`src/uar_pkg.sv`:
```
// ----------------------------------------------------------------------------
// uar_pkg: shared types and constants for the radix-to-ASCII converter
// Holds the request and response beat layouts, the controller-to-datapath
// command and status groups and the digit-to-character mapping.
// ----------------------------------------------------------------------------
package uar_pkg;

   localparam int unsigned NumberWidth = 16;
   localparam int unsigned RadixWidth  = 6;
   localparam int unsigned CharWidth   = 8;
   localparam int unsigned DigitWidth  = 6;

   localparam logic [RadixWidth-1:0] RadixMin = 6'd2;
   localparam logic [RadixWidth-1:0] RadixMax = 6'd36;

   localparam logic [CharWidth-1:0] CharZero   = 8'h30;
   localparam logic [CharWidth-1:0] CharNine   = 8'h39;
   localparam logic [CharWidth-1:0] LetterGap  = 8'd7;
   localparam logic [CharWidth-1:0] CharError  = 8'h00;

   typedef struct packed {
      logic [NumberWidth-1:0] number;
      logic [RadixWidth-1:0]  radix;
   } req_type;

   typedef struct packed {
      logic [CharWidth-1:0] character;
      logic                 last;
      logic                 bad_radix;
   } rsp_type;

   typedef struct packed {
      logic load;
      logic div_step;
      logic store;
      logic rd_issue;
      logic emit;
      logic emit_error;
   } cmd_type;

   typedef struct packed {
      logic radix_ok;
      logic step_last;
      logic more_digits;
      logic index_zero;
   } status_type;

   function automatic logic [CharWidth-1:0] digit_char(input logic [DigitWidth-1:0] d);
      logic [CharWidth-1:0] c;
      c = CharZero + {2'b00, d};
      if (c > CharNine) begin
         c = c + LetterGap;
      end
      return c;
   endfunction

endpackage

```
`src/unsigned_to_ascii_radix_core.sv`:
```
// ----------------------------------------------------------------------------
// unsigned_to_ascii_radix_core: unsigned number to ASCII digits in radix 2-36
// Top level joining the sequencing controller and the conversion datapath.
// ----------------------------------------------------------------------------
// Usage:
// A request beat (number, radix) is taken on a clock edge where start is
// high and busy is low. Digits are produced as upper-case ASCII characters,
// most significant first, one response beat per character on rsp_data,
// each marked by rsp_valid for exactly one cycle; the final beat has last
// set. A radix outside 2 to 36 yields a single beat with character zero,
// last and bad_radix set, in the cycle after the request, and busy stays low.
// While busy, each digit is computed by the one-bit-per-cycle restoring
// divider and then stored, and readout passes each character through the
// registered digit store read. Response beats cannot be held off by the
// receiver. Synchronous reset returns the controller to idle and drops
// rsp_valid; a conversion in progress is abandoned.
// ----------------------------------------------------------------------------
module unsigned_to_ascii_radix_core #(
   parameter int unsigned NUMBER_BITS = 16,
   parameter int unsigned MAX_DIGITS  = 16
) (
   input  logic             clock,
   input  logic             reset,
   input  logic             start,
   output logic             busy,
   input  uar_pkg::req_type req_data,
   output logic             rsp_valid,
   output uar_pkg::rsp_type rsp_data
);

   uar_pkg::cmd_type    cmd;
   uar_pkg::status_type status;

   uar_ctrl u_ctrl (
      .clock  (clock),
      .reset  (reset),
      .start  (start),
      .busy   (busy),
      .status (status),
      .cmd    (cmd)
   );

   uar_datapath #(
      .NUMBER_BITS (NUMBER_BITS),
      .MAX_DIGITS  (MAX_DIGITS)
   ) u_datapath (
      .clock     (clock),
      .reset     (reset),
      .req_data  (req_data),
      .cmd       (cmd),
      .status    (status),
      .rsp_valid (rsp_valid),
      .rsp_data  (rsp_data)
   );

endmodule

```
`src/uar_ctrl.sv`:
```
// ----------------------------------------------------------------------------
// uar_ctrl: sequencing state machine
// Steps the datapath through loading, bit-serial division, digit storing
// and reversed readout, and reports when it is busy.
// ----------------------------------------------------------------------------
module uar_ctrl (
   input  logic                clock,
   input  logic                reset,
   input  logic                start,
   output logic                busy,
   input  uar_pkg::status_type status,
   output uar_pkg::cmd_type    cmd
);

   typedef enum logic [4:0] {
      ST_IDLE   = 5'b00001,
      ST_DIVIDE = 5'b00010,
      ST_STORE  = 5'b00100,
      ST_READ   = 5'b01000,
      ST_EMIT   = 5'b10000
   } state_type;

   state_type state_ff;
   state_type state_in;

   always_comb begin
      state_in = state_ff;
      cmd      = '0;
      case (state_ff)
         ST_IDLE: begin
            if (start) begin
               if (status.radix_ok) begin
                  cmd.load = 1'b1;
                  state_in = ST_DIVIDE;
               end else begin
                  cmd.emit_error = 1'b1;
               end
            end
         end
         ST_DIVIDE: begin
            cmd.div_step = 1'b1;
            if (status.step_last) begin
               state_in = ST_STORE;
            end
         end
         ST_STORE: begin
            cmd.store = 1'b1;
            state_in  = status.more_digits ? ST_DIVIDE : ST_READ;
         end
         ST_READ: begin
            cmd.rd_issue = 1'b1;
            state_in     = ST_EMIT;
         end
         ST_EMIT: begin
            cmd.emit = 1'b1;
            state_in = status.index_zero ? ST_IDLE : ST_READ;
         end
         default: begin
            state_in = ST_IDLE;
         end
      endcase
   end

   always_ff @(posedge clock) begin
      if (reset) begin
         state_ff <= ST_IDLE;
      end else begin
         state_ff <= state_in;
      end
   end

   assign busy = (state_ff != ST_IDLE);

   // An error beat never occupies the converter.
   assert property (@(posedge clock) disable iff (reset)
      (start && !busy && !status.radix_ok) |=> !busy)
      else $error("busy raised for a bad radix");

   assert property (@(posedge clock) disable iff (reset)
      (state_ff == ST_EMIT && status.index_zero) |=> (state_ff == ST_IDLE))
      else $error("readout did not finish on the last digit");

   assert property (@(posedge clock) disable iff (reset)
      (state_ff == ST_STORE && !status.more_digits) |=> (state_ff == ST_READ))
      else $error("readout not started after the final digit");

endmodule

```
`src/uar_datapath.sv`:
```
// ----------------------------------------------------------------------------
// uar_datapath: divider, digit store and response register
// Restoring division by the radix one quotient bit per cycle, a digit store
// holding the remainders, and the registered response beat.
// ----------------------------------------------------------------------------
module uar_datapath #(
   parameter int unsigned NUMBER_BITS = 16,
   parameter int unsigned MAX_DIGITS  = 16
) (
   input  logic                clock,
   input  logic                reset,
   input  uar_pkg::req_type    req_data,
   input  uar_pkg::cmd_type    cmd,
   output uar_pkg::status_type status,
   output logic                rsp_valid,
   output uar_pkg::rsp_type    rsp_data
);

   localparam int unsigned QW = NUMBER_BITS;
   localparam int unsigned SW = $clog2(NUMBER_BITS);
   localparam int unsigned CW = $clog2(MAX_DIGITS + 1);
   localparam int unsigned AW = $clog2(MAX_DIGITS);
   localparam int unsigned DW = uar_pkg::DigitWidth;

   logic [QW-1:0]                     quotient_ff, quotient_in;
   logic [DW-1:0]                     remainder_ff, remainder_in;
   logic [uar_pkg::RadixWidth-1:0]    radix_ff, radix_in;
   logic [SW-1:0]                     step_ff, step_in;
   logic [CW-1:0]                     count_ff, count_in;
   logic [AW-1:0]                     index_ff, index_in;
   logic [DW-1:0]                     rd_data_ff;
   logic                              rsp_valid_ff, rsp_valid_in;
   uar_pkg::rsp_type                  rsp_data_ff, rsp_data_in;

   logic [DW-1:0] digit_mem [MAX_DIGITS];

   logic [DW:0] partial;
   logic [DW:0] diff;
   logic        ge;

   assign partial = {remainder_ff, quotient_ff[QW-1]};
   assign diff    = partial - {1'b0, radix_ff};
   assign ge      = (partial >= {1'b0, radix_ff});

   assign status.radix_ok    = (req_data.radix >= uar_pkg::RadixMin) &&
                               (req_data.radix <= uar_pkg::RadixMax);
   assign status.step_last   = (step_ff == SW'(QW - 1));
   assign status.more_digits = (quotient_ff != '0) && (count_ff != CW'(MAX_DIGITS - 1));
   assign status.index_zero  = (index_ff == '0);

   always_comb begin
      quotient_in  = quotient_ff;
      remainder_in = remainder_ff;
      radix_in     = radix_ff;
      step_in      = step_ff;
      count_in     = count_ff;
      index_in     = index_ff;
      rsp_valid_in = 1'b0;
      rsp_data_in  = rsp_data_ff;
      if (cmd.load) begin
         quotient_in  = QW'(req_data.number);
         remainder_in = '0;
         radix_in     = req_data.radix;
         step_in      = '0;
         count_in     = '0;
      end
      if (cmd.div_step) begin
         quotient_in  = {quotient_ff[QW-2:0], ge};
         remainder_in = ge ? diff[DW-1:0] : partial[DW-1:0];
         step_in      = step_ff + SW'(1);
      end
      if (cmd.store) begin
         remainder_in = '0;
         step_in      = '0;
         count_in     = count_ff + CW'(1);
         index_in     = count_ff[AW-1:0];
      end
      if (cmd.emit) begin
         rsp_valid_in          = 1'b1;
         rsp_data_in.character = uar_pkg::digit_char(rd_data_ff);
         rsp_data_in.last      = (index_ff == '0);
         rsp_data_in.bad_radix = 1'b0;
         index_in              = index_ff - AW'(1);
      end
      if (cmd.emit_error) begin
         rsp_valid_in          = 1'b1;
         rsp_data_in.character = uar_pkg::CharError;
         rsp_data_in.last      = 1'b1;
         rsp_data_in.bad_radix = 1'b1;
      end
   end

   always_ff @(posedge clock) begin
      if (cmd.store) begin
         digit_mem[count_ff[AW-1:0]] <= remainder_ff;
      end
      if (cmd.rd_issue) begin
         rd_data_ff <= digit_mem[index_ff];
      end
   end

   always_ff @(posedge clock) begin
      if (reset) begin
         quotient_ff  <= '0;
         count_ff     <= '0;
         rsp_valid_ff <= 1'b0;
      end else begin
         quotient_ff  <= quotient_in;
         count_ff     <= count_in;
         rsp_valid_ff <= rsp_valid_in;
      end
   end

   always_ff @(posedge clock) begin
      remainder_ff <= remainder_in;
      radix_ff     <= radix_in;
      step_ff      <= step_in;
      index_ff     <= index_in;
      rsp_data_ff  <= rsp_data_in;
   end

   assign rsp_valid = rsp_valid_ff;
   assign rsp_data  = rsp_data_ff;

   assert property (@(posedge clock) disable iff (reset)
      cmd.emit |=> (rsp_valid_ff && !rsp_data_ff.bad_radix))
      else $error("digit beat missing or flagged as an error");

   assert property (@(posedge clock) disable iff (reset)
      cmd.emit_error |=> (rsp_valid_ff && rsp_data_ff.last && rsp_data_ff.bad_radix))
      else $error("error beat malformed");

   assert property (@(posedge clock) disable iff (reset)
      cmd.store |-> (count_ff < CW'(MAX_DIGITS)))
      else $error("digit store overflow");

endmodule
```
`config.mk`:
```
export PLATFORM = sky130hd
export DESIGN_NAME = unsigned_to_ascii_radix_core
export DESIGN_NICKNAME = d
export VERILOG_FILES = /design/src/uar_pkg.sv /design/src/unsigned_to_ascii_radix_core.sv /design/src/uar_ctrl.sv /design/src/uar_datapath.sv
export SDC_FILE = /design/constraint.sdc
export NUM_CORES = 1
export LEC_CHECK = 0
export BUFFER_PORTS_ARGS = -buffer_cell sky130_fd_sc_hd__buf_2
export CORE_MARGIN = 3
export CORE_UTILIZATION = 30
export DETAILED_ROUTE_END_ITERATION = 8
export PLACE_DENSITY = 0.47
export SLEW_MARGIN = 30
export SYNTH_ARGS = -nofsm -noshare
export SYNTH_HDL_FRONTEND = slang
export SYNTH_SLANG_ARGS = --single-unit
```
`constraint.sdc`:
```
create_clock -name clock -period 2.9 [get_ports clock]
set_clock_uncertainty 0.05 [all_clocks]
set_input_delay 0 -clock clock [delete_from_list [all_inputs] [get_ports clock]]
set_output_delay 0 -clock clock [all_outputs]
set_load 0.01 [all_outputs]
```
# --- Yosys cells after proc, flatten, opt, wreduce, memory -nomap -nowiden ---
# Memory sizes are Yosys's and may differ from the RTL's. A register that Yosys moved wholly into a read port is not among the register bits.
# Cells that the tools add are included.
# Widths: inputs -> output; s select.
totals:
  reg_bits: 57
  mem_bits_rw: 96
  inputBits: 25
  elab_cells: 73
  mem_count: 1
classes:
  n_addsub: 6
  magnitude_cmp: 4
  n_eq_ne: 11
  muxes: 32
  n_reduce_logical: 8
mem_list:
  columns: ["memory", "words", "width", "rd", "rd_ports_with_merged_regs", "write_ports", "line", "rtl"]
  rows:
  - ["u_datapath.digit_mem", 16, 6, 1, 1, 1, "uar_datapath.sv:35", "logic [DW-1:0] digit_mem [MAX_DIGITS];"]
op_table:
  columns: ["cell", "n"]
  rows:
  - ["$mux 16", 2]
  - ["$mux 5", 5]
  - ["$pmux 5 s5", 1]
  - ["$mux 4", 6]
  - ["$mux 6", 3]
  - ["$reduce_bool 16->1", 1]
  - ["$mux 1", 14]
  - ["$add 8x3->8 const B", 1]
  - ["$gt 8x6->1 const B", 1]
  - ["$mux 8", 1]
  - ["$add 6x6->7 const A", 1]
  - ["$ge 7x6->1", 1]
  - ["$ge 6x2->1 const B", 1]
  - ["$le 6x6->1 const B", 1]
  - ["$ne 2x2->1 const B", 3]
  - ["$reduce_bool 2->1", 3]
  - ["$sub 6x6->6", 1]
  - ["$add 5x1->5 const B", 1]
  - ["$eq 5x1->1 const B", 1]
  - ["$eq 5x2->1 const B", 1]
  - ["$eq 5x3->1 const B", 1]
  - ["$eq 5x4->1 const B", 1]
  - ["$eq 5x5->1 const B", 1]
  - ["$ne 5x1->1 const B", 1]
  - ["7 further kinds", 8]

# --- Depth between registers and ports, before layout ---
logic_depth:
  word_depth: 7
  depth_mapped: 9
  ltp_nobuf: 8

# --- By module ---
# Synthesis repeated with hierarchy kept, for this count alone.
unflattened:
  hier_cells: 574
  area_unflattened_um2: 7185.6
by_module_without_submodules:
  columns: ["mod", "instances", "cells_each", "area_per_inst_um2", "seq_area_each_um2"]
  rows:
  - ["uar_datapath", 1, 535, 6854.1, 4204.0]
  - ["uar_ctrl", 1, 39, 331.6, 100.1]

# --- Worst setup path after synthesis ---
# OpenSTA, ideal clock, no wires.
synth_path:
  path_kind: "register to register"
  from: "register u_datapath.remainder_ff[2]"
  to: "register u_datapath.remainder_ff[0]"
  setup_time_ns: 0.079
  arrival_time_ns: 1.809
  t_required_ns: 2.771
  path_slack_ns: 0.962
  stages_incl_launch_ff: 7
  path_cell_list: "dfxtp_1 > ha_1 > a21o_1 > a21oi_1 > o211ai_1 > and2_1 > o211ai_1"
synth_via:
  elab_chain_len: 3
synth_rtl:
  columns: ["element", "line", "rtl"]
  rows:
  - ["start, declared", "uar_datapath.sv:26", "logic [DW-1:0] remainder_ff, remainder_in;"]
  - ["start signal, assigned", "uar_datapath.sv:115", "remainder_ff <= remainder_in;"]
  - ["$ge 7x6->1", "uar_datapath.sv:43", "assign ge = (partial >= {1'b0, radix_ff});"]
  - ["$mux 6", "uar_datapath.sv:69", "remainder_in = ge ? diff[DW-1:0] : partial[DW-1:0];"]
  - ["$mux 6", "uar_datapath.sv:67", "if (cmd.div_step) begin"]
# Every way passes these cells.
# A chain may end at the register's enable or synchronous reset.

# --- Worst setup path in the final report ---
layout_path:
  from: "register u_ctrl.state_ff[2]"
  to: "register u_datapath.quotient_ff[1]"
layout_via:
  elab_chain_len: 3
  elab_cells_between_ends: 6
  cone_classes: "2 x eq/ne; 3 x mux; 1 x reduce/logical"
layout_rtl:
  columns: ["element", "line", "rtl"]
  rows:
  - ["start, declared", "uar_ctrl.sv:23", "state_type state_ff;"]
  - ["start signal, assigned", "uar_ctrl.sv:68", "state_ff <= state_in;"]
  - ["$eq 5x2->1 / $eq 5x1->1 (equally long branches)", "uar_ctrl.sv:29", "case (state_ff)"]
  - ["$mux 1", "uar_ctrl.sv:29", null]
  - ["$mux 16 / $reduce_bool 2->1 (equally long branches)", null, null]
  - ["end signal, assigned", "uar_datapath.sv:108", "quotient_ff <= quotient_in;"]
  - ["end, declared", "uar_datapath.sv:25", "logic [QW-1:0] quotient_ff, quotient_in;"]
# Parallel ways exist; a longest one is shown, timed or not.

==> results.py <==
metrics = {
    "run_status": {
        "status": "complete, no violations",
    },
    "power_and_ir_drop": {
        "static-leakage-power_nw": 2.985,
        "p_sw_frac": 0.2483,
        "pwr-share-clk": 0.406,
        "power.switching_mw": 1.328,
        "peakVddDrop_mv": 0.3756,
        "p_seq_frac": 0.484,
        "p_int_mw": 4.020,
        "total_power_mw": 5.347,
        "power_density_nw_per_um2": 647.2,
        "pwr-share-comb": 0.110,
    },
    "sta": {
        "hold_violations": 0,
        "tightest_slew_ns": 0.9197,
        "fin_setup_tns_ns": 0,
        "rsz0062_at_grt": "no",
        "fmax_mhz": 378.4,
        "fin_ws_ns": 0.2570,
        "relSlewSlack": 0.3851,
        "slew_violations": 0,
        "finalSetupViolations": 0,
        "period_minus_slack_ns": 2.643,
        "fin_crit_sh": 0.9114,
    },
    "synthesis": {
        "async_reset_ff_frac": 0,
        "synth_top_family_by_area": "compound AO/OA/AOI/OAI gates",
        "ys.flop_type": "edfxtp_1",
        "synth_seq_cells": 159,
        "synth_area_leaders": "edfxtp_1 (49%), dfxtp_1 (14%), mux4_2 (3.9%), mux2i_1 (3.5%), ha_1 (3.1%)",
        "syn_nets": 566,
        "yosysSeqAreaShare": 0.6258,
        "synthAdderAreaFrac": 0.03384,
        "synth-edff-count": 112,
        "synth_top_area_frac": 0.4890,
        "synth_cells": 523,
        "avgSynthCellArea_um2": 13.15,
        "synth.distinct_cells": 62,
        "synth_compound_area_frac": 0.1106,
        "muxShareOfSynthArea": 0.07586,
        "ys_warn_count": 0,
        "syn-cell-area_um2": 6878,
        "yosys.area_share.simple": 0.1086,
        "synth-xor-area-share": 0.01528,
        "synth_top_area_cell": "edfxtp_1",
    },
    "grt": {
        "grt.busiest_layer": "met2",
        "track_usage": 0.1325,
        "grt_pass1_vias": 4539,
        "grt_use_met1": 0.1771,
        "grt_max_degree": 40,
        "antenna_found_initial": 0,
        "grt_pass1_wl_um": 25270,
        "grt_overflow": 0,
        "global_route.usage.met3": 0.03024,
        "globalRouteMet2Util": 0.2191,
    },
    "clock_tree": {
        "clockBufferDepth": 2,
        "cts_tree": "done",
        "clk_pin_slew_ns": 0.06,
        "cts_max_level": 4,
        "cts_made_buffers": 17,
        "cts_root_buf": "clkbuf_16",
        "cts.sinks": 159,
        "clock_latency_ns": 0.42,
    },
    "critical_path": {
        "worstSetupEndpointType": "flop",
        "slowest_delay_ns": 0.69,
        "slowest_stage": "nand3_1",
        "cp_data_required_time_ns": 3.15,
        "cpMostUsedCell": "nand3_1",
        "start_kind": "flop",
        "worstPathArrival_ns": 2.90,
        "crit_path_cell_trace": "nor2_1 -> nand3_1 -> buf_4 -> nand3_1 -> a21oi_1 -> dlygate4sd3_1",
        "crit_family": "simple AND/OR/NAND/NOR gates",
        "crit_type": "reg -> reg",
        "cp_max_fo": 22,
        "cp.buffers_inverters": 2,
    },
    "route": {
        "drtPass1Iterations": 4,
        "drcViolationCount": 0,
        "wire_per_inst_um": 17.57,
        "drt-total-wl_um": 15530,
        "ant_nets": 0,
        "vias": 4403,
        "drt_iter0_drc": 178,
        "vias_per_cell": 4.981,
    },
    "layout": {
        "synthToLayoutAreaGrowth_pct": 20.12,
        "diodes": 0,
        "design_area_um2": 8262,
        "fillCellCount": 2153,
        "drive_above_1_share": 0.1705,
        "seqCellArea_um2": 4304,
        "nNetsFinal": 634,
        "multi_input_area_um2": 2367,
        "utilization": 0.3728,
    },
    "floorplanning": {
        "rows": 54,
        "start_util": 0.3104,
        "fp.coreArea_um2": 22160,
        "dieArea_um2": 24780,
        "fp.dieH_um": 157.4,
        "pin_count": 37,
        "dieWidth_um": 157.4,
    },
    "placement": {
        "place_area_um2": 7396,
        "dpl.hpwl_um": 10480,
        "numPortBuffers": 36,
        "place_congestion": 0.8207,
        "post-place-ws_ns": 0.7435,
    },
    "worst_hold_path": {
        "hold_path_class": "in -> reg",
    },
    "job": {
        "maxCapViolCount": 0,
    },
}
## cells in the final DEF, fill, tap and decap left out, drive strengths merged, types with 2 or more instances in the layout
master	count
dfxtp	47
nor3b	2
ha	17
edfxtp	112
xnor2	7
and3	4
and2	15
nor2	27
nor4	4
nand2	21
mux4	12
nor3	7
nand3b	2
a31oi	3
and4	4
nand4	13
and3b	2
buf	50
a22o	6
a21oi	29
clkinv	5
mux2i	24
o21ai	15
or2	2
o211ai	7
a22oi	20
a211oi	2
clkbuf	21
nand3	27
clkinvlp	2
dlygate4sd3	29
nand2b	4
inv	23
xor2	5
a21o	2
a221oi	12
## synth_stat cells (7+ instances only)
master and number:
edfxtp_1 112, dfxtp_1 47, a21oi_1 29, nand3_1 27, nor2_1 25, mux2i_1 24
clkbuf_1 21, nand2_1 21, a22oi_1 20, inv_1 18, ha_1 17, and2_1 15
o21ai_0 13, a221oi_1 12, mux4_2 12, nand4_1 12, nor3_1 7, o211ai_1 7
xnor2_1 7
## worst register-to-register path, stage by stage, from the launching register on
cell and delay (ns):
dfxtp_1 0.37, nor2_1 0.24, nand3_1 0.69, buf_4 0.44, nand3_1 0.09, a21oi_1 0.07
dlygate4sd3_1 0.58
## sequential cells by signal, summed over array words and instances (netlist names)
signal,cells
u_datapath.digit_mem,96
u_datapath.quotient_ff,16
u_datapath.rsp_data,10
u_datapath.radix_ff,6
u_datapath.rd_data_ff,6
u_datapath.remainder_ff,6
u_ctrl.state_ff,5
u_datapath.count_ff,5
u_datapath.index_ff,4
u_datapath.step_ff,4
u_datapath.rsp_valid,1
## per-stage QoR
step	instances	hold WS [ns]
floorplan	523	0.04887
global placement	823	0.1426
detailed placement	823	0.1426
CTS	884	0.2257
global route	884	0.2523
finish	884	0.2565
## path summary, 6_finish.rpt
path	from	endpoint	slack [ns]	cells after the start
worst max register to register	u_ctrl.state_ff[2]	u_datapath.quotient_ff[1]	0.26	6
worst max-delay path	u_ctrl.state_ff[2]	u_datapath.quotient_ff[1]	0.26	6
worst min-delay path	req_data[3]	u_datapath.radix_ff[3]	0.26	2
worst min register to register	u_datapath.rsp_data[0]	u_datapath.rsp_data[0]	0.41	1
## repair_timing
item                      CTS  global route
hold buffers               29             0
hold endpoints to repair   29             0
buffers inserted            0             0
gates resized for setup     0             0
## metal layers
| metal | wire length, µm | vias to the layer above |
|---|---|---|
| met1 | 7299 | 2170 |
| met3 | 520 | 10 |
| met2 | 7585 | 72 |
| met5 | 0 | - |
| li1 | - | 2151 |
| met4 | 129 | 0 |
## final cells by class
type,instances,area share
sequential,159,0.5210
multi-input combinational,314,0.2865
timing repair buffer,79,0.07118
clock buffer,21,0.05710
tap,280,0.04240
clock inverter,11,0.01257
inverter,20,0.009238
## logic make-up (layout without fill, tap and decap cells)
group / after synthesis / count (layout)
adders and majority gates: 18 / 18
and+or+nand+nor: 138 / 138
buffers and inverters: 50 / 131
AOI/OAI and AO/OA: 109 / 109
DFF: 159 / 159
xor gates and xnor gates: 12 / 12
muxes: 37 / 37
## power groups by stage
stage          combinational, mW  sequential (mW)  clock, mW
2_1_floorplan              0.400             2.63          0
3_3_place_gp               0.543             2.63          0
3_5_place_dp               0.549             2.63          0
4_1_cts                    0.587             2.59       2.23
5_1_grt                    0.663             2.60       2.33
6_report                   0.588             2.59       2.17
Power figures use the tool's default switching activity.
